$ cat config.mk
export PLATFORM = sky130hd
export DESIGN_NAME = differential_drive_watchdog_thermal
export DESIGN_NICKNAME = d
export VERILOG_FILES = /design/src/hdl/ddwt_pkg.sv /design/src/hdl/differential_drive_watchdog_thermal.sv /design/src/hdl/ddwt_regs.sv /design/src/hdl/ddwt_seq.sv /design/src/hdl/ddwt_dp.sv
export SDC_FILE = /design/constraint.sdc
export NUM_CORES = 2
export LEC_CHECK = 0
export BUFFER_PORTS_ARGS = -buffer_cell sky130_fd_sc_hd__buf_4
export CELL_PAD_IN_SITES_DETAIL_PLACEMENT = 1
export CELL_PAD_IN_SITES_GLOBAL_PLACEMENT = 1
export CORE_MARGIN = 4
export CORE_UTILIZATION = 42
export DETAILED_ROUTE_END_ITERATION = 8
export GPL_ROUTABILITY_DRIVEN = 0
export MAX_ROUTING_LAYER = met4
export PLACE_DENSITY_LB_ADDON = 0.1
export SYNTH_ARGS = -nofsm -noshare
export SYNTH_HDL_FRONTEND = slang
export SYNTH_SLANG_ARGS = --single-unit
$ cat constraint.sdc
create_clock -name clk -period 13.29 [get_ports clk]
set_input_delay 2.658 -clock clk [delete_from_list [all_inputs] [get_ports clk]]
set_output_delay 2.658 -clock clk [all_outputs]
set_load 0.03 [all_outputs]
$ cat src/hdl/ddwt_pkg.sv
// ----------------------------------------------------------------------------
// ddwt_pkg
// Shared types, constants and the microcode program of the differential
// drive controller with watchdog stop and motor heat estimate.
// ----------------------------------------------------------------------------
package ddwt_pkg;

	// apb address width: eight 32-bit registers at 4*i
	localparam int ADDR_W = 5;

	// register reset values
	localparam logic [15:0] DUTY_FULL_RESET    = 16'd1024;
	localparam logic [8:0]  THROTTLE_RESET     = 9'd256;
	localparam logic [15:0] WD_TICKS_RESET     = 16'd10;
	localparam logic [15:0] TH_TICKS_RESET     = 16'd10;
	localparam logic [15:0] AMBIENT_RESET      = 16'd6400;
	localparam logic [31:0] HEAT_GAIN_RESET    = 32'd65536;
	localparam logic [31:0] INV_CAP_RESET      = 32'd65536;
	localparam logic [31:0] LOSS_GAIN_RESET    = 32'd6554;

	// ceil(2^32 / 125): exact floor division by 125 for values below 2^25
	localparam logic [31:0] RECIP_125 = 32'd34359739;

	// temperature rise cap, 2^20 in Q8.8 units
	localparam logic [20:0] RISE_CAP = 21'h100000;

	// register map
	typedef enum logic [2:0] {
		REG_DUTY_FULL,
		REG_THROTTLE,
		REG_WD_TICKS,
		REG_TH_TICKS,
		REG_AMBIENT,
		REG_HEAT_GAIN,
		REG_INV_CAP,
		REG_LOSS_GAIN
	} reg_idx_t;

	// configuration as seen by the datapath
	typedef struct packed {
		logic [15:0] duty_full;
		logic [8:0]  throttle;
		logic [15:0] wd_ticks;
		logic [15:0] th_ticks;
		logic [15:0] ambient;    // signed Q8.8
		logic [31:0] heat_gain;  // Q16.16
		logic [31:0] inv_cap;    // Q16.16
		logic [31:0] loss_gain;  // Q16.16
	} cfg_t;

	// multiplier operand selects
	typedef enum logic [2:0] {
		MA_LSTICK,
		MA_RSTICK,
		MA_PROD_LO,
		MA_PROD_SH10,
		MA_SUM,
		MA_HEAT_LO,
		MA_HEAT_HI,
		MA_DT
	} ma_sel_t;

	typedef enum logic [2:0] {
		MB_RANGE,
		MB_THROTTLE,
		MB_RECIP,
		MB_HEAT_GAIN,
		MB_INV_CAP,
		MB_LOSS_GAIN
	} mb_sel_t;

	// register update done by a step
	typedef enum logic [3:0] {
		WB_NONE,
		WB_LEFT,
		WB_RIGHT,
		WB_TICK,
		WB_HEAT_IN,
		WB_HEAT_MAG,
		WB_ACC_LO,
		WB_ACC_HI,
		WB_TEMP,
		WB_HEAT_LOSS,
		WB_FINISH
	} wb_op_t;

	// jump conditions
	typedef enum logic [1:0] {
		JC_NONE,
		JC_ALWAYS,
		JC_TICK,
		JC_NO_THERM
	} jc_t;

	localparam int PC_W = 5;
	localparam logic [PC_W-1:0] STEP_START  = 5'd0;
	localparam logic [PC_W-1:0] STEP_TICK   = 5'd7;
	localparam logic [PC_W-1:0] STEP_FINISH = 5'd17;

	typedef struct packed {
		logic            mul_en;
		ma_sel_t         ma;
		mb_sel_t         mb;
		wb_op_t          wb;
		jc_t             jc;
		logic [PC_W-1:0] target;
	} ucode_t;

	// sequencer to datapath
	typedef struct packed {
		logic   load;
		logic   run;
		ucode_t uc;
	} ctl_t;

	// datapath to sequencer
	typedef struct packed {
		logic is_tick;
		logic no_therm;
		logic out_free;
	} status_t;

	localparam ucode_t UC_NOP = '{
		mul_en: 1'b0,
		ma:     MA_LSTICK,
		mb:     MB_RANGE,
		wb:     WB_NONE,
		jc:     JC_NONE,
		target: STEP_START
	};

	// microcode program: the product register feeds the step after a multiply
	function automatic ucode_t ucode_rom(input logic [PC_W-1:0] pc);
		ucode_t w;
		w = UC_NOP;
		case (pc)
			// stick path, left side; a tick branches away
			5'd0: begin
				w.mul_en = 1'b1; w.ma = MA_LSTICK; w.mb = MB_RANGE;
				w.jc = JC_TICK; w.target = STEP_TICK;
			end
			5'd1: begin
				w.mul_en = 1'b1; w.ma = MA_PROD_LO; w.mb = MB_THROTTLE;
			end
			5'd2: begin
				w.mul_en = 1'b1; w.ma = MA_PROD_SH10; w.mb = MB_RECIP;
			end
			// right side, left duty written back
			5'd3: begin
				w.mul_en = 1'b1; w.ma = MA_RSTICK; w.mb = MB_RANGE;
				w.wb = WB_LEFT;
			end
			5'd4: begin
				w.mul_en = 1'b1; w.ma = MA_PROD_LO; w.mb = MB_THROTTLE;
			end
			5'd5: begin
				w.mul_en = 1'b1; w.ma = MA_PROD_SH10; w.mb = MB_RECIP;
			end
			5'd6: begin
				w.wb = WB_RIGHT; w.jc = JC_ALWAYS; w.target = STEP_FINISH;
			end
			// tick: counters, then thermal update when due
			5'd7: begin
				w.wb = WB_TICK; w.jc = JC_NO_THERM; w.target = STEP_FINISH;
			end
			5'd8: begin
				w.mul_en = 1'b1; w.ma = MA_SUM; w.mb = MB_HEAT_GAIN;
			end
			5'd9: begin
				w.wb = WB_HEAT_IN;
			end
			5'd10: begin
				w.wb = WB_HEAT_MAG;
			end
			5'd11: begin
				w.mul_en = 1'b1; w.ma = MA_HEAT_LO; w.mb = MB_INV_CAP;
			end
			5'd12: begin
				w.mul_en = 1'b1; w.ma = MA_HEAT_HI; w.mb = MB_INV_CAP;
				w.wb = WB_ACC_LO;
			end
			5'd13: begin
				w.wb = WB_ACC_HI;
			end
			5'd14: begin
				w.wb = WB_TEMP;
			end
			5'd15: begin
				w.mul_en = 1'b1; w.ma = MA_DT; w.mb = MB_LOSS_GAIN;
			end
			5'd16: begin
				w.wb = WB_HEAT_LOSS;
			end
			STEP_FINISH: begin
				w.wb = WB_FINISH;
			end
			default: begin
				w.wb = WB_FINISH;
			end
		endcase
		return w;
	endfunction

endpackage

$ cat src/hdl/differential_drive_watchdog_thermal.sv
// ----------------------------------------------------------------------------
// differential_drive_watchdog_thermal
// Two H-bridge duty generator from stick commands, with watchdog stop and a
// first-order motor heat estimate.
// ----------------------------------------------------------------------------
// Usage:
// - input channel (in_valid/in_ready): op 0 is a stick command, op 1 a timer
//   tick. One word is taken when the block is idle.
// - output channel (out_valid/out_ready): one result word per input word,
//   held in an output register until taken.
// - APB port: eight registers at byte address 4*i, write only while idle.
// - all work runs on one shared 32x32 multiplier stepped by a microcode
//   program; the output register is loaded on the last step.
// - a new word is taken the cycle after the result is loaded, so the block
//   handles one word at a time.
// - a stalled receiver holds the result; the next word is still taken and
//   processed, and the block waits on its last step until the output
//   register is free.
// - reset clears counters, heat, duties and the output valid, sets the
//   temperature estimate and registers to their defaults.
// ----------------------------------------------------------------------------
module differential_drive_watchdog_thermal import ddwt_pkg::*; (
	input  logic               clk,
	input  logic               arst_n,
	input  logic               in_valid,
	output logic               in_ready,
	input  logic               op,
	input  logic signed [9:0]  left_stick,
	input  logic signed [9:0]  right_stick,
	output logic               out_valid,
	input  logic               out_ready,
	output logic [15:0]        left_fwd_duty,
	output logic [15:0]        left_rev_duty,
	output logic [15:0]        right_rev_duty,
	output logic [15:0]        right_fwd_duty,
	output logic signed [15:0] motor_temp,
	output logic               watchdog_stop,
	input  logic               psel,
	input  logic               penable,
	input  logic               pwrite,
	input  logic [ADDR_W-1:0]  paddr,
	input  logic [31:0]        pwdata,
	output logic [31:0]        prdata,
	output logic               pready
);

	cfg_t    cfg;
	ctl_t    ctl;
	status_t st;

	// configuration registers
	ddwt_regs u_regs (
		.clk     (clk),
		.arst_n  (arst_n),
		.psel    (psel),
		.penable (penable),
		.pwrite  (pwrite),
		.paddr   (paddr),
		.pwdata  (pwdata),
		.prdata  (prdata),
		.pready  (pready),
		.cfg     (cfg)
	);

	// microcode sequencer
	ddwt_seq u_seq (
		.clk      (clk),
		.arst_n   (arst_n),
		.in_valid (in_valid),
		.in_ready (in_ready),
		.st       (st),
		.ctl      (ctl)
	);

	// datapath
	ddwt_dp u_dp (
		.clk            (clk),
		.arst_n         (arst_n),
		.cfg            (cfg),
		.ctl            (ctl),
		.op             (op),
		.left_stick     (left_stick),
		.right_stick    (right_stick),
		.st             (st),
		.out_valid      (out_valid),
		.out_ready      (out_ready),
		.left_fwd_duty  (left_fwd_duty),
		.left_rev_duty  (left_rev_duty),
		.right_rev_duty (right_rev_duty),
		.right_fwd_duty (right_fwd_duty),
		.motor_temp     (motor_temp),
		.watchdog_stop  (watchdog_stop)
	);

endmodule

$ cat src/hdl/ddwt_regs.sv
// ----------------------------------------------------------------------------
// ddwt_regs
// APB register file: eight configuration registers at byte address 4*i,
// written in the access phase, read back combinationally.
// ----------------------------------------------------------------------------
module ddwt_regs import ddwt_pkg::*; (
	input  logic              clk,
	input  logic              arst_n,
	input  logic              psel,
	input  logic              penable,
	input  logic              pwrite,
	input  logic [ADDR_W-1:0] paddr,
	input  logic [31:0]       pwdata,
	output logic [31:0]       prdata,
	output logic              pready,
	output cfg_t              cfg
);

	cfg_t     cfg_q;
	reg_idx_t idx;
	logic     wr;

	assign idx    = reg_idx_t'(paddr[ADDR_W-1:2]);
	assign wr     = psel & penable & pwrite;
	assign pready = 1'b1;
	assign cfg    = cfg_q;

	// register writes
	always_ff @(posedge clk or negedge arst_n) begin
		if (!arst_n) begin
			cfg_q.duty_full <= DUTY_FULL_RESET;
			cfg_q.throttle  <= THROTTLE_RESET;
			cfg_q.wd_ticks  <= WD_TICKS_RESET;
			cfg_q.th_ticks  <= TH_TICKS_RESET;
			cfg_q.ambient   <= AMBIENT_RESET;
			cfg_q.heat_gain <= HEAT_GAIN_RESET;
			cfg_q.inv_cap   <= INV_CAP_RESET;
			cfg_q.loss_gain <= LOSS_GAIN_RESET;
		end else if (wr) begin
			case (idx)
				REG_DUTY_FULL: cfg_q.duty_full <= pwdata[15:0];
				REG_THROTTLE:  cfg_q.throttle  <= pwdata[8:0];
				REG_WD_TICKS:  cfg_q.wd_ticks  <= pwdata[15:0];
				REG_TH_TICKS:  cfg_q.th_ticks  <= pwdata[15:0];
				REG_AMBIENT:   cfg_q.ambient   <= pwdata[15:0];
				REG_HEAT_GAIN: cfg_q.heat_gain <= pwdata;
				REG_INV_CAP:   cfg_q.inv_cap   <= pwdata;
				REG_LOSS_GAIN: cfg_q.loss_gain <= pwdata;
				default: ;
			endcase
		end
	end

	// read mux, ambient sign extended
	always_comb begin
		case (idx)
			REG_DUTY_FULL: prdata = {16'b0, cfg_q.duty_full};
			REG_THROTTLE:  prdata = {23'b0, cfg_q.throttle};
			REG_WD_TICKS:  prdata = {16'b0, cfg_q.wd_ticks};
			REG_TH_TICKS:  prdata = {16'b0, cfg_q.th_ticks};
			REG_AMBIENT:   prdata = {{16{cfg_q.ambient[15]}}, cfg_q.ambient};
			REG_HEAT_GAIN: prdata = cfg_q.heat_gain;
			REG_INV_CAP:   prdata = cfg_q.inv_cap;
			REG_LOSS_GAIN: prdata = cfg_q.loss_gain;
			default:       prdata = '0;
		endcase
	end

endmodule

$ cat src/hdl/ddwt_seq.sv
// ----------------------------------------------------------------------------
// ddwt_seq
// Microcode sequencer: step counter, program table lookup, conditional
// jumps, input handshake and stall at the finish step while the output is full.
// ----------------------------------------------------------------------------
module ddwt_seq import ddwt_pkg::*; (
	input  logic    clk,
	input  logic    arst_n,
	input  logic    in_valid,
	output logic    in_ready,
	input  status_t st,
	output ctl_t    ctl
);

	logic            busy_q;
	logic [PC_W-1:0] pc_q;
	ucode_t          uc;
	logic            stall;
	logic            run;
	logic            take_jump;

	assign uc       = ucode_rom(pc_q);
	assign stall    = (uc.wb == WB_FINISH) && !st.out_free;
	assign run      = busy_q && !stall;
	assign in_ready = !busy_q;

	assign ctl.load = in_valid && !busy_q;
	assign ctl.run  = run;
	assign ctl.uc   = uc;

	// jump condition
	always_comb begin
		case (uc.jc)
			JC_NONE:     take_jump = 1'b0;
			JC_ALWAYS:   take_jump = 1'b1;
			JC_TICK:     take_jump = st.is_tick;
			JC_NO_THERM: take_jump = st.no_therm;
			default:     take_jump = 1'b0;
		endcase
	end

	// step counter
	always_ff @(posedge clk or negedge arst_n) begin
		if (!arst_n) begin
			busy_q <= 1'b0;
			pc_q   <= STEP_START;
		end else if (!busy_q) begin
			if (in_valid) begin
				busy_q <= 1'b1;
				pc_q   <= STEP_START;
			end
		end else if (run) begin
			if (uc.wb == WB_FINISH) begin
				busy_q <= 1'b0;
			end
			pc_q <= take_jump ? uc.target : pc_q + 1'b1;
		end
	end

endmodule

$ cat src/hdl/ddwt_dp.sv
// ----------------------------------------------------------------------------
// ddwt_dp
// Datapath: input word latch, one shared 32x32 multiplier with a product
// register, drive and thermal state, and the output register.
// ----------------------------------------------------------------------------
module ddwt_dp import ddwt_pkg::*; (
	input  logic               clk,
	input  logic               arst_n,
	input  cfg_t               cfg,
	input  ctl_t               ctl,
	input  logic               op,
	input  logic signed [9:0]  left_stick,
	input  logic signed [9:0]  right_stick,
	output status_t            st,
	output logic               out_valid,
	input  logic               out_ready,
	output logic [15:0]        left_fwd_duty,
	output logic [15:0]        left_rev_duty,
	output logic [15:0]        right_rev_duty,
	output logic [15:0]        right_fwd_duty,
	output logic signed [15:0] motor_temp,
	output logic               watchdog_stop
);

	// saturate a 52-bit two's complement value to 48 bits
	function automatic logic [47:0] sat48(input logic [51:0] v);
		logic in_range;
		in_range = (&v[51:47]) || (~|v[51:47]);
		if (in_range) begin
			return v[47:0];
		end
		return v[51] ? {1'b1, 47'b0} : {1'b0, {47{1'b1}}};
	endfunction

	// latched input word
	logic        op_q;
	logic [9:0]  lstick_q;
	logic [9:0]  rstick_q;

	// drive and thermal state
	logic [15:0] wd_cnt_q;
	logic [15:0] th_cnt_q;
	logic [47:0] heat_q;
	logic [15:0] lmag_q;
	logic [15:0] rmag_q;
	logic        lfwd_q;
	logic        rfwd_q;
	logic [15:0] temp_q;
	logic        stop_q;

	// scratch
	logic [63:0] prod_q;
	logic        hneg_q;
	logic [47:0] hmag_q;
	logic [79:0] acc_q;

	// output register
	logic        out_valid_q;
	logic [15:0] lfd_q, lrd_q, rrd_q, rfd_q, temp_out_q;
	logic        stop_out_q;

	logic [31:0] mul_a;
	logic [31:0] mul_b;
	logic [9:0]  labs;
	logic [9:0]  rabs;
	logic [15:0] duty_sat;
	logic [16:0] wd_next;
	logic [16:0] th_next;
	logic        wd_hit;
	logic        th_hit;
	logic [16:0] sum17;
	logic [48:0] heat_inc;
	logic [51:0] heat52;
	logic [51:0] heat_in52;
	logic [47:0] heat_abs;
	logic [79:0] acc_hi_sum;
	logic [20:0] rise;
	logic [21:0] rise22;
	logic [21:0] diff22;
	logic [21:0] temp_sum;
	logic [15:0] temp_sat;
	logic [16:0] dt17;
	logic [16:0] dt_abs;
	logic [51:0] loss52;
	logic [51:0] heat_loss52;

	// stick magnitudes
	assign labs = lstick_q[9] ? (~lstick_q + 10'd1) : lstick_q;
	assign rabs = rstick_q[9] ? (~rstick_q + 10'd1) : rstick_q;

	// duty from the reciprocal product, saturated at the range
	assign duty_sat = (prod_q[63:32] > {16'b0, cfg.duty_full}) ?
		cfg.duty_full : prod_q[47:32];

	// tick counters
	assign wd_next = {1'b0, wd_cnt_q} + 17'd1;
	assign th_next = {1'b0, th_cnt_q} + 17'd1;
	assign wd_hit  = wd_next >= {1'b0, cfg.wd_ticks};
	assign th_hit  = th_next >= {1'b0, cfg.th_ticks};

	// heat input: low product plus the gain for the top bit of the sum
	assign sum17     = {1'b0, lmag_q} + {1'b0, rmag_q};
	assign heat_inc  = {1'b0, prod_q[47:0]} +
		(sum17[16] ? {1'b0, cfg.heat_gain, 16'b0} : 49'd0);
	assign heat52    = {{4{heat_q[47]}}, heat_q};
	assign heat_in52 = heat52 + {3'b0, heat_inc};
	assign heat_abs  = heat_q[47] ? (~heat_q + 48'd1) : heat_q;

	// temperature rise, magnitude capped, then signed and added to ambient
	assign acc_hi_sum = acc_q + {prod_q[47:0], 32'b0};
	assign rise       = (acc_q[79:24] > {35'b0, RISE_CAP}) ? RISE_CAP : acc_q[44:24];
	assign rise22     = {1'b0, rise};
	assign diff22     = hneg_q ? (~rise22 + 22'd1) : rise22;
	assign temp_sum   = {{6{cfg.ambient[15]}}, cfg.ambient} + diff22;
	assign temp_sat   = ((&temp_sum[21:15]) || (~|temp_sum[21:15])) ? temp_sum[15:0] :
		(temp_sum[21] ? 16'h8000 : 16'h7fff);

	// heat loss from the saturated temperature
	assign dt17        = {temp_q[15], temp_q} - {cfg.ambient[15], cfg.ambient};
	assign dt_abs      = dt17[16] ? (~dt17 + 17'd1) : dt17;
	assign loss52      = {12'b0, prod_q[47:8]};
	assign heat_loss52 = dt17[16] ? (heat52 + loss52) : (heat52 - loss52);

	// multiplier operands
	always_comb begin
		case (ctl.uc.ma)
			MA_LSTICK:    mul_a = {22'b0, labs};
			MA_RSTICK:    mul_a = {22'b0, rabs};
			MA_PROD_LO:   mul_a = prod_q[31:0];
			MA_PROD_SH10: mul_a = prod_q[41:10];
			MA_SUM:       mul_a = {16'b0, sum17[15:0]};
			MA_HEAT_LO:   mul_a = hmag_q[31:0];
			MA_HEAT_HI:   mul_a = {16'b0, hmag_q[47:32]};
			MA_DT:        mul_a = {16'b0, dt_abs[15:0]};
			default:      mul_a = '0;
		endcase
		case (ctl.uc.mb)
			MB_RANGE:     mul_b = {16'b0, cfg.duty_full};
			MB_THROTTLE:  mul_b = {23'b0, cfg.throttle};
			MB_RECIP:     mul_b = RECIP_125;
			MB_HEAT_GAIN: mul_b = cfg.heat_gain;
			MB_INV_CAP:   mul_b = cfg.inv_cap;
			MB_LOSS_GAIN: mul_b = cfg.loss_gain;
			default:      mul_b = '0;
		endcase
	end

	// input latch, product and scratch registers
	always_ff @(posedge clk) begin
		if (ctl.load) begin
			op_q     <= op;
			lstick_q <= left_stick;
			rstick_q <= right_stick;
		end
		if (ctl.run && ctl.uc.mul_en) begin
			prod_q <= {32'b0, mul_a} * {32'b0, mul_b};
		end
		if (ctl.run) begin
			case (ctl.uc.wb)
				WB_HEAT_MAG: begin
					hneg_q <= heat_q[47];
					hmag_q <= heat_abs;
				end
				WB_ACC_LO: acc_q <= {16'b0, prod_q};
				WB_ACC_HI: acc_q <= acc_hi_sum;
				default: ;
			endcase
		end
	end

	// drive and thermal state updates
	always_ff @(posedge clk or negedge arst_n) begin
		if (!arst_n) begin
			wd_cnt_q <= '0;
			th_cnt_q <= '0;
			heat_q   <= '0;
			lmag_q   <= '0;
			rmag_q   <= '0;
			lfwd_q   <= 1'b0;
			rfwd_q   <= 1'b0;
			temp_q   <= AMBIENT_RESET;
			stop_q   <= 1'b0;
		end else if (ctl.run) begin
			case (ctl.uc.wb)
				WB_LEFT: begin
					lmag_q <= duty_sat;
					lfwd_q <= !lstick_q[9] && (lstick_q != '0);
					stop_q <= 1'b0;
				end
				WB_RIGHT: begin
					rmag_q   <= duty_sat;
					rfwd_q   <= !rstick_q[9] && (rstick_q != '0);
					wd_cnt_q <= '0;
				end
				WB_TICK: begin
					stop_q   <= wd_hit;
					wd_cnt_q <= wd_hit ? 16'd0 : wd_next[15:0];
					th_cnt_q <= th_hit ? 16'd0 : th_next[15:0];
					if (wd_hit) begin
						lmag_q <= '0;
						rmag_q <= '0;
					end
				end
				WB_HEAT_IN:   heat_q <= sat48(heat_in52);
				WB_TEMP:      temp_q <= temp_sat;
				WB_HEAT_LOSS: heat_q <= sat48(heat_loss52);
				default: ;
			endcase
		end
	end

	// output register
	always_ff @(posedge clk or negedge arst_n) begin
		if (!arst_n) begin
			out_valid_q <= 1'b0;
		end else if (ctl.run && (ctl.uc.wb == WB_FINISH)) begin
			out_valid_q <= 1'b1;
		end else if (out_ready) begin
			out_valid_q <= 1'b0;
		end
	end

	always_ff @(posedge clk) begin
		if (ctl.run && (ctl.uc.wb == WB_FINISH)) begin
			lfd_q      <= lfwd_q ? lmag_q : 16'd0;
			lrd_q      <= lfwd_q ? 16'd0 : lmag_q;
			rrd_q      <= rfwd_q ? 16'd0 : rmag_q;
			rfd_q      <= rfwd_q ? rmag_q : 16'd0;
			temp_out_q <= temp_q;
			stop_out_q <= stop_q;
		end
	end

	assign st.is_tick  = op_q;
	assign st.no_therm = !th_hit;
	assign st.out_free = !out_valid_q || out_ready;

	assign out_valid      = out_valid_q;
	assign left_fwd_duty  = lfd_q;
	assign left_rev_duty  = lrd_q;
	assign right_rev_duty = rrd_q;
	assign right_fwd_duty = rfd_q;
	assign motor_temp     = temp_out_q;
	assign watchdog_stop  = stop_out_q;

endmodule

== Yosys cells after proc, flatten, opt, wreduce, memory -nomap -nowiden ==
Cells that the tools add are included.

* Input port bits: 65
* Word-level logic and storage cells: 224
* Output and inout bits: 116
* Register bits: 602

* Reductions and logical operators: 63
* Add/subtract/negate cells: 16
* Equality and inequality tests: 50
* $lt $le $gt $ge: 4
* Multipliers: 1
* Multiplexer cells: 49
* Bitwise gates (word level): 7

{| class="wikitable"
|+ Operators by type and width
! operator !! count
|-
| 32-bit case mux with 8 select lines || 2
|-
| 48-bit two-way mux || 7
|-
| 32-bit case mux with 6 select lines || 1
|-
| 80-bit case mux with 2 select lines || 1
|-
| 16-bit two-way mux || 7
|-
| 16-bit case mux with 2 select lines || 3
|-
| 48-bit case mux with 2 select lines || 1
|-
| 80-bit adder || 1
|-
| 32-bit by 32-bit multiplier with 64-bit output || 1
|-
| 56-bit by 21-bit greater-than comparator with 1-bit output, second input constant || 1
|-
| 7-bit case mux with 8 select lines || 1
|-
| 52-bit two-way mux || 1
|-
| 48-bit by 50-bit adder with 51-bit output || 1
|-
| 48-bit by 41-bit adder with 49-bit output || 1
|-
| 48-bit by 49-bit adder with 49-bit output || 1
|-
| 48-bit by 41-bit subtractor with 49-bit output || 1
|-
| 48-bit by 1-bit adder with 48-bit output, second input constant || 1
|-
| 48-bit inverter || 1
|-
| 47-bit two-way mux || 1
|-
| 5-bit by 4-bit equality test with 1-bit output, second input constant || 8
|-
| 4-bit case mux with 10 select lines || 1
|-
| 2-bit AND reduction || 18
|-
| 16-bit by 1-bit adder with 17-bit output, second input constant || 2
|-
| 17-bit by 16-bit greater-or-equal comparator with 1-bit output || 2
|-
| 50 further kinds || 125
|}

== Longest topological paths before layout ==
* Depth in word-level cells: 12
* Depth in mapped cells: 43
* Gate-level depth less buffers: 41

== By module ==
From an unflattened synthesis, not the netlist that was laid out.

* Cells, all modules: 8352
* Area total of the unflattened synthesis: 75483.6 um^2

{| class="wikitable"
|+ Modules (own cells, without submodules)
! module !! instances !! cells each !! area an instance (um^2)
|-
| ddwt_dp || 1 || 7663 || 66538.8
|-
| ddwt_regs || 1 || 579 || 8087.8
|-
| ddwt_seq || 1 || 110 || 857.1
|}

== Worst setup path after synthesis ==
No wires, ideal clock.

* Path kind: reg2reg
* Start: register u_regs.cfg_q (netlist bit u_regs.cfg[96])
* End: register u_dp.prod_q[63] (data pin)
* Period minus slack after synthesis: 10.621 ns
* Arrival: 10.355 ns
* Cell stages (with the launch flop): 40
* Slack: 2.669 ns
* Library setup time: 0.266 ns
* Cell sequence: dfrtp_1 -> ha_1 -> fa_1 -> nor2b_1 -> o21ba_2 -> o21a_1 -> o21a_1 -> o221ai_1 -> nor4_1 -> a21oi_1 -> xnor2_1 -> a221oi_1 -> clkbuf_1 -> nor2_1 -> fa_1 -> fa_1 -> inv_1 -> fa_1 -> [4 not listed] -> inv_1 -> fa_1 -> fa_1 -> inv_1 -> fa_1 -> inv_1 -> ha_1 -> nand2_1 -> nor2_1 -> nand2_1 -> a211oi_1 -> o2111ai_1 -> a41oi_1 -> a21oi_1 -> a311oi_1 -> a311o_1 -> and4_1 -> nor3_1

* Word-level cells in the longest chain between the ends: 6

{| class="wikitable"
|+ RTL lines
! item !! line !! source
|-
| start, declared || ddwt_regs.sv:19 || <nowiki>cfg_t cfg_q;</nowiki>
|-
| 16-bit by 16-bit subtractor with 17-bit output * || ddwt_dp.sv:119 || <nowiki>assign dt17 = {temp_q[15], temp_q} - {cfg.ambient[15], cfg.ambient};</nowiki>
|-
| 16-bit inverter || ddwt_dp.sv:120 || <nowiki>assign dt_abs = dt17[16] ? (~dt17 + 17'd1) : dt17;</nowiki>
|-
| 16-bit by 1-bit adder with 16-bit output || ddwt_dp.sv:120 ||
|-
| 16-bit two-way mux * || ddwt_dp.sv:120 ||
|-
| 32-bit case mux with 8 select lines * || ddwt_dp.sv:126 || <nowiki>case (ctl.uc.ma)</nowiki>
|-
| 32-bit by 32-bit multiplier with 64-bit output * || ddwt_dp.sv:156 || <nowiki>prod_q <= {32'b0, mul_a} * {32'b0, mul_b};</nowiki>
|-
| end signal, assigned || ddwt_dp.sv:156 ||
|-
| end, declared || ddwt_dp.sv:52 || <nowiki>logic [63:0] prod_q;</nowiki>
|}

Mark *: on every way between the ends. The rest lies on a longest branch, timed or not.
A chain may end at the register's enable or synchronous reset.

== Final worst setup path ==
Same ends and word-level chain as after synthesis.

==> run summary <==
In this run the worst path has a maximum fanout of 7. For the pin with the worst max-slew slack, the measured transition is 1.510 ns. Once the floorplan was initialized, standard cells occupied 42.40% of the core.

The clock transition at the registers of the reported paths was 0.06 ns. The slowest stage of the critical path is the sky130_fd_sc_hd__nor4_1 cell. In the routed layout, each cell is associated on average with a via count of 5.947.

The count of different cell masters after synthesis is 83. STA classifies the critical path endpoint as a flip-flop. The area overhead of the layout relative to synthesis was 10.21%; the maximum number of pins on one net before global-route repair was 87. The first detailed-routing pass took 6 iterations.

For this run, the register share of the synthesized area comes to 21.13%. The die area is 0.1854 mm². Buffers inserted to repair hold after CTS numbered 0.

The logs give 578 for the number of sinks handled by clock tree synthesis and 0 for the remaining antenna violation count after routing. The die is 430.6 µm wide. Fill cells in the final layout number 20499. The run gives 9 as the count of final max-slew check failures. Leaving out fill and tap cells, the most frequent cell in the layout is sky130_fd_sc_hd__inv_1. The final count of hold timing violations came out at 0. The checks that failed: slew limit. The post-route minimum period is 12.74 ns, and the async set-reset flop share out of synthesis is 53.11%. The post-DP HPWL was 246.5 mm.

The number of resized instances in the post-cts repair step is 0. The tools report the area of the core region as 0.1769 mm². Input and output buffers added on the ports amount to 177. The most used flip-flop cell after synthesis is sky130_fd_sc_hd__dfrtp_1. The startpoint kind of the worst setup timing path was a flip-flop. The initial antenna violation count was 20; the fraction of final layout cells with drive strength greater than 1 was 9.661%. The cell that appears most often on the critical path is sky130_fd_sc_hd__fa_1. In the final design database the tool counted 10011 nets. Summed over all failing endpoints, the final setup total negative slack is 0 ns.

No sink is reached through more buffers than the 3 on the longest clock path. In the layout the commonest cells are 1154 x sky130_fd_sc_hd__inv_1, 1120 x sky130_fd_sc_hd__nand2_1, 903 x sky130_fd_sc_hd__fa_1. Flip-flop and latch count after synthesis: 578. Data required time at the worst endpoint: 13.77 ns.

Setup repair after global routing left no endpoint under its margin. Global routing finished with a remaining overflow of 0. The synthesized netlist occupies a cell area of 0.07500 mm². Clock skew on the completed layout was measured at 0.06513 ns. The largest single stage delay on the critical path is 0.68 ns. Clock latency on the worst-skew pair, taken at its later pin, is 0.75 ns. Setup violations remaining at the end of the flow were counted as 0. The number of DRC violations after detailed-routing iteration 0 came out at 5352. The cell at the root of the clock tree is sky130_fd_sc_hd__clkbuf_16. Across every metal layer, demand over resource in global routing totals 33.77%.

The run finished, with violations left. The path class of the tightest hold or removal check is flip-flop to flip-flop. For this run, design rule violations remaining after detail routing come to 0. A synthesized cell averages 8.923 µm². The number of placed I/O pins is 181, and the slack of the worst reg-to-reg path is 0.55 ns.

TritonCTS built the clock tree. The tools report the peak clock frequency supported by timing as 78.50 MHz. Dividing the detail-routed wire length by the instance count gives 28.12 µm.

The run gives 67753 as the via count of the first global-routing pass. The critical path is of the flip-flop to flip-flop type. The number of setup buffers added after CTS is 0. Before CTS, the worst setup slack after placement is 0.7264 ns. The H-tree was split into 3 levels. Of the available clock period, the critical path in the final layout requires 95.85%. The logs give -0.6735% for the headroom to the max-slew limit and 0 for the number of synthesis warnings. Number of violations of the max-capacitance limit: 0.

In this run, synthesis inferred 271 flip-flops with an integrated enable. After detailed routing, the total wire length is 306.6 mm. When the netlist entered floorplanning its net count stood at 9927. In this run, CTS created clock tree buffers numbering 73. For the arrival time of the worst setup path, the log shows 13.22 ns. For the number of cells produced by synthesis, the log shows 8405.

The floorplan step set the die height to 430.6 µm. The floorplan has 154 rows. The least setup slack across all paths after layout came out at 0.5515 ns.

The wire length of the first global-routing pass was 452.9 mm; the total via count after detailed routing was 64848.
cells in the mapped netlist, types with 14 or more instances:
cell type                  instances  area share, %
sky130_fd_sc_hd__a211o_1          14           0.16
sky130_fd_sc_hd__a211oi_1         62           0.62
sky130_fd_sc_hd__a21boi_0         18           0.18
sky130_fd_sc_hd__a21o_1          192            1.9
sky130_fd_sc_hd__a21oi_1         428            2.9
sky130_fd_sc_hd__a221oi_1         72           0.84
sky130_fd_sc_hd__a22oi_1          59           0.59
sky130_fd_sc_hd__a311oi_1         14           0.16
sky130_fd_sc_hd__a31oi_1          58           0.48
sky130_fd_sc_hd__and2_1          204            1.7
sky130_fd_sc_hd__and3_1           61           0.51
sky130_fd_sc_hd__buf_1            24           0.12
sky130_fd_sc_hd__clkbuf_1        361            1.8
sky130_fd_sc_hd__dfrtp_1         286            9.5
sky130_fd_sc_hd__dfstp_2          21           0.74
sky130_fd_sc_hd__edfxtp_1        271             11
sky130_fd_sc_hd__fa_1            903             24
sky130_fd_sc_hd__ha_1            554            9.2
sky130_fd_sc_hd__inv_1          1155            5.8
sky130_fd_sc_hd__mux2_2          161            2.4
sky130_fd_sc_hd__mux2i_1          51           0.68
sky130_fd_sc_hd__nand2_1        1120            5.6
sky130_fd_sc_hd__nand2b_1         54           0.45
sky130_fd_sc_hd__nand3_1         132           0.88
sky130_fd_sc_hd__nand4_1          47           0.39
sky130_fd_sc_hd__nor2_1          525            2.6
sky130_fd_sc_hd__nor2b_1          87           0.73
sky130_fd_sc_hd__nor3_1           91           0.61
sky130_fd_sc_hd__nor4_1           38           0.32
sky130_fd_sc_hd__o211ai_1         30           0.30
sky130_fd_sc_hd__o21a_1           76           0.76
sky130_fd_sc_hd__o21ai_0         398            2.7
sky130_fd_sc_hd__o21ai_1          24           0.16
sky130_fd_sc_hd__o21bai_1         47           0.47
sky130_fd_sc_hd__o22ai_1          42           0.35
sky130_fd_sc_hd__o31ai_1          53           0.53
sky130_fd_sc_hd__o41ai_1          23           0.27
sky130_fd_sc_hd__or2_2            22           0.18
sky130_fd_sc_hd__or3_1            32           0.27
sky130_fd_sc_hd__or4_1            25           0.25
sky130_fd_sc_hd__xnor2_1         250            2.9
sky130_fd_sc_hd__xor2_1          135            1.6
registers in the layout, indices dropped and copies added (netlist names), 48 cells and up:
name         flops
u_dp.acc_q      56
u_dp.heat_q     48
u_dp.hmag_q     48
u_dp.prod_q     64
u_regs.cfg     169
per-layer routing:
| metal | track usage [%] | share of wire (%) |
|---|---|---|
| met1 | 41.72 | 40 |
| met2 | 52.82 | 46 |
| met3 | 6.056 | 7.0 |
| met5 | - | 0 |
| met4 | 18.20 | 6.6 |
worst max-delay path, delay by kind of cell, from the launching register on:
kind	cells	cell delay, ns
adders and majority gates	11	5.35
AOI/OAI and AO/OA	13	3.57
and+or+nand+nor	9	2.43
buffers and inverters	8	0.62
DFF	1	0.52
cell type report:
type / instances / area, µm² / share of cell area (%)
Multi-Input combinational cell: 6283 / 53820 / 65.11
Sequential cell: 578 / 15850 / 19.17
Inverter: 1157 / 4343 / 5.254
Timing Repair Buffer: 396 / 3055 / 3.696
Tap cell: 2340 / 2928 / 3.542
Clock buffer: 106 / 2145 / 2.594
Clock inverter: 30 / 484.2 / 0.5858
Antenna cell: 14 / 35.03 / 0.04238
cell families after synthesis:
kind of cell / count (synthesis) / share of synthesized area [%]
AO/OA/AOI/OAI: 1739 / 14.94
XOR/XNOR: 385 / 4.496
adder cells (fa/ha/maj): 1457 / 33.34
buffers and inverters: 1544 / 7.734
flip-flops: 578 / 21.13
multiplexers: 219 / 3.308
other: 1 / 0.005000
AND/OR/NAND/NOR: 2482 / 15.05
stage by stage:
step	instance area, µm²	utilization [%]	hold WS (ns)	std cells
2_1_floorplan	75000	-	0.4245	8405
6_report	82660	46.73	0.4684	10904
3_5_place_dp	80000	45.23	0.4572	10754
4_1_cts	82630	46.71	0.4734	10890
3_3_place_gp	80000	45.23	0.4541	10754
5_1_grt	82660	46.73	0.4916	10902
path summary, 6_finish.rpt:
check / start / to / depth (start not counted)
max in group asynchronous: arst_n / u_regs.cfg[135]$_DFFE_PN0P_ / 3
min reg2reg: u_dp.stop_q$_DFFE_PN0P_ / u_dp.watchdog_stop$_DFFE_PP_ / 0
min: u_dp.stop_q$_DFFE_PN0P_ / u_dp.watchdog_stop$_DFFE_PP_ / 0
min in group asynchronous: arst_n / u_dp.lmag_q[10]$_DFFE_PN0P_ / 1
max: u_regs.cfg[96]$_DFFE_PN0P_ / u_dp.prod_q[63]$_DFFE_PP_ / 41
max reg2reg: u_regs.cfg[96]$_DFFE_PN0P_ / u_dp.prod_q[63]$_DFFE_PP_ / 41
Power is left out: the tool's default activity adds up to more than one toggle a clock period on the data nets, which glitch-free logic cannot reach.
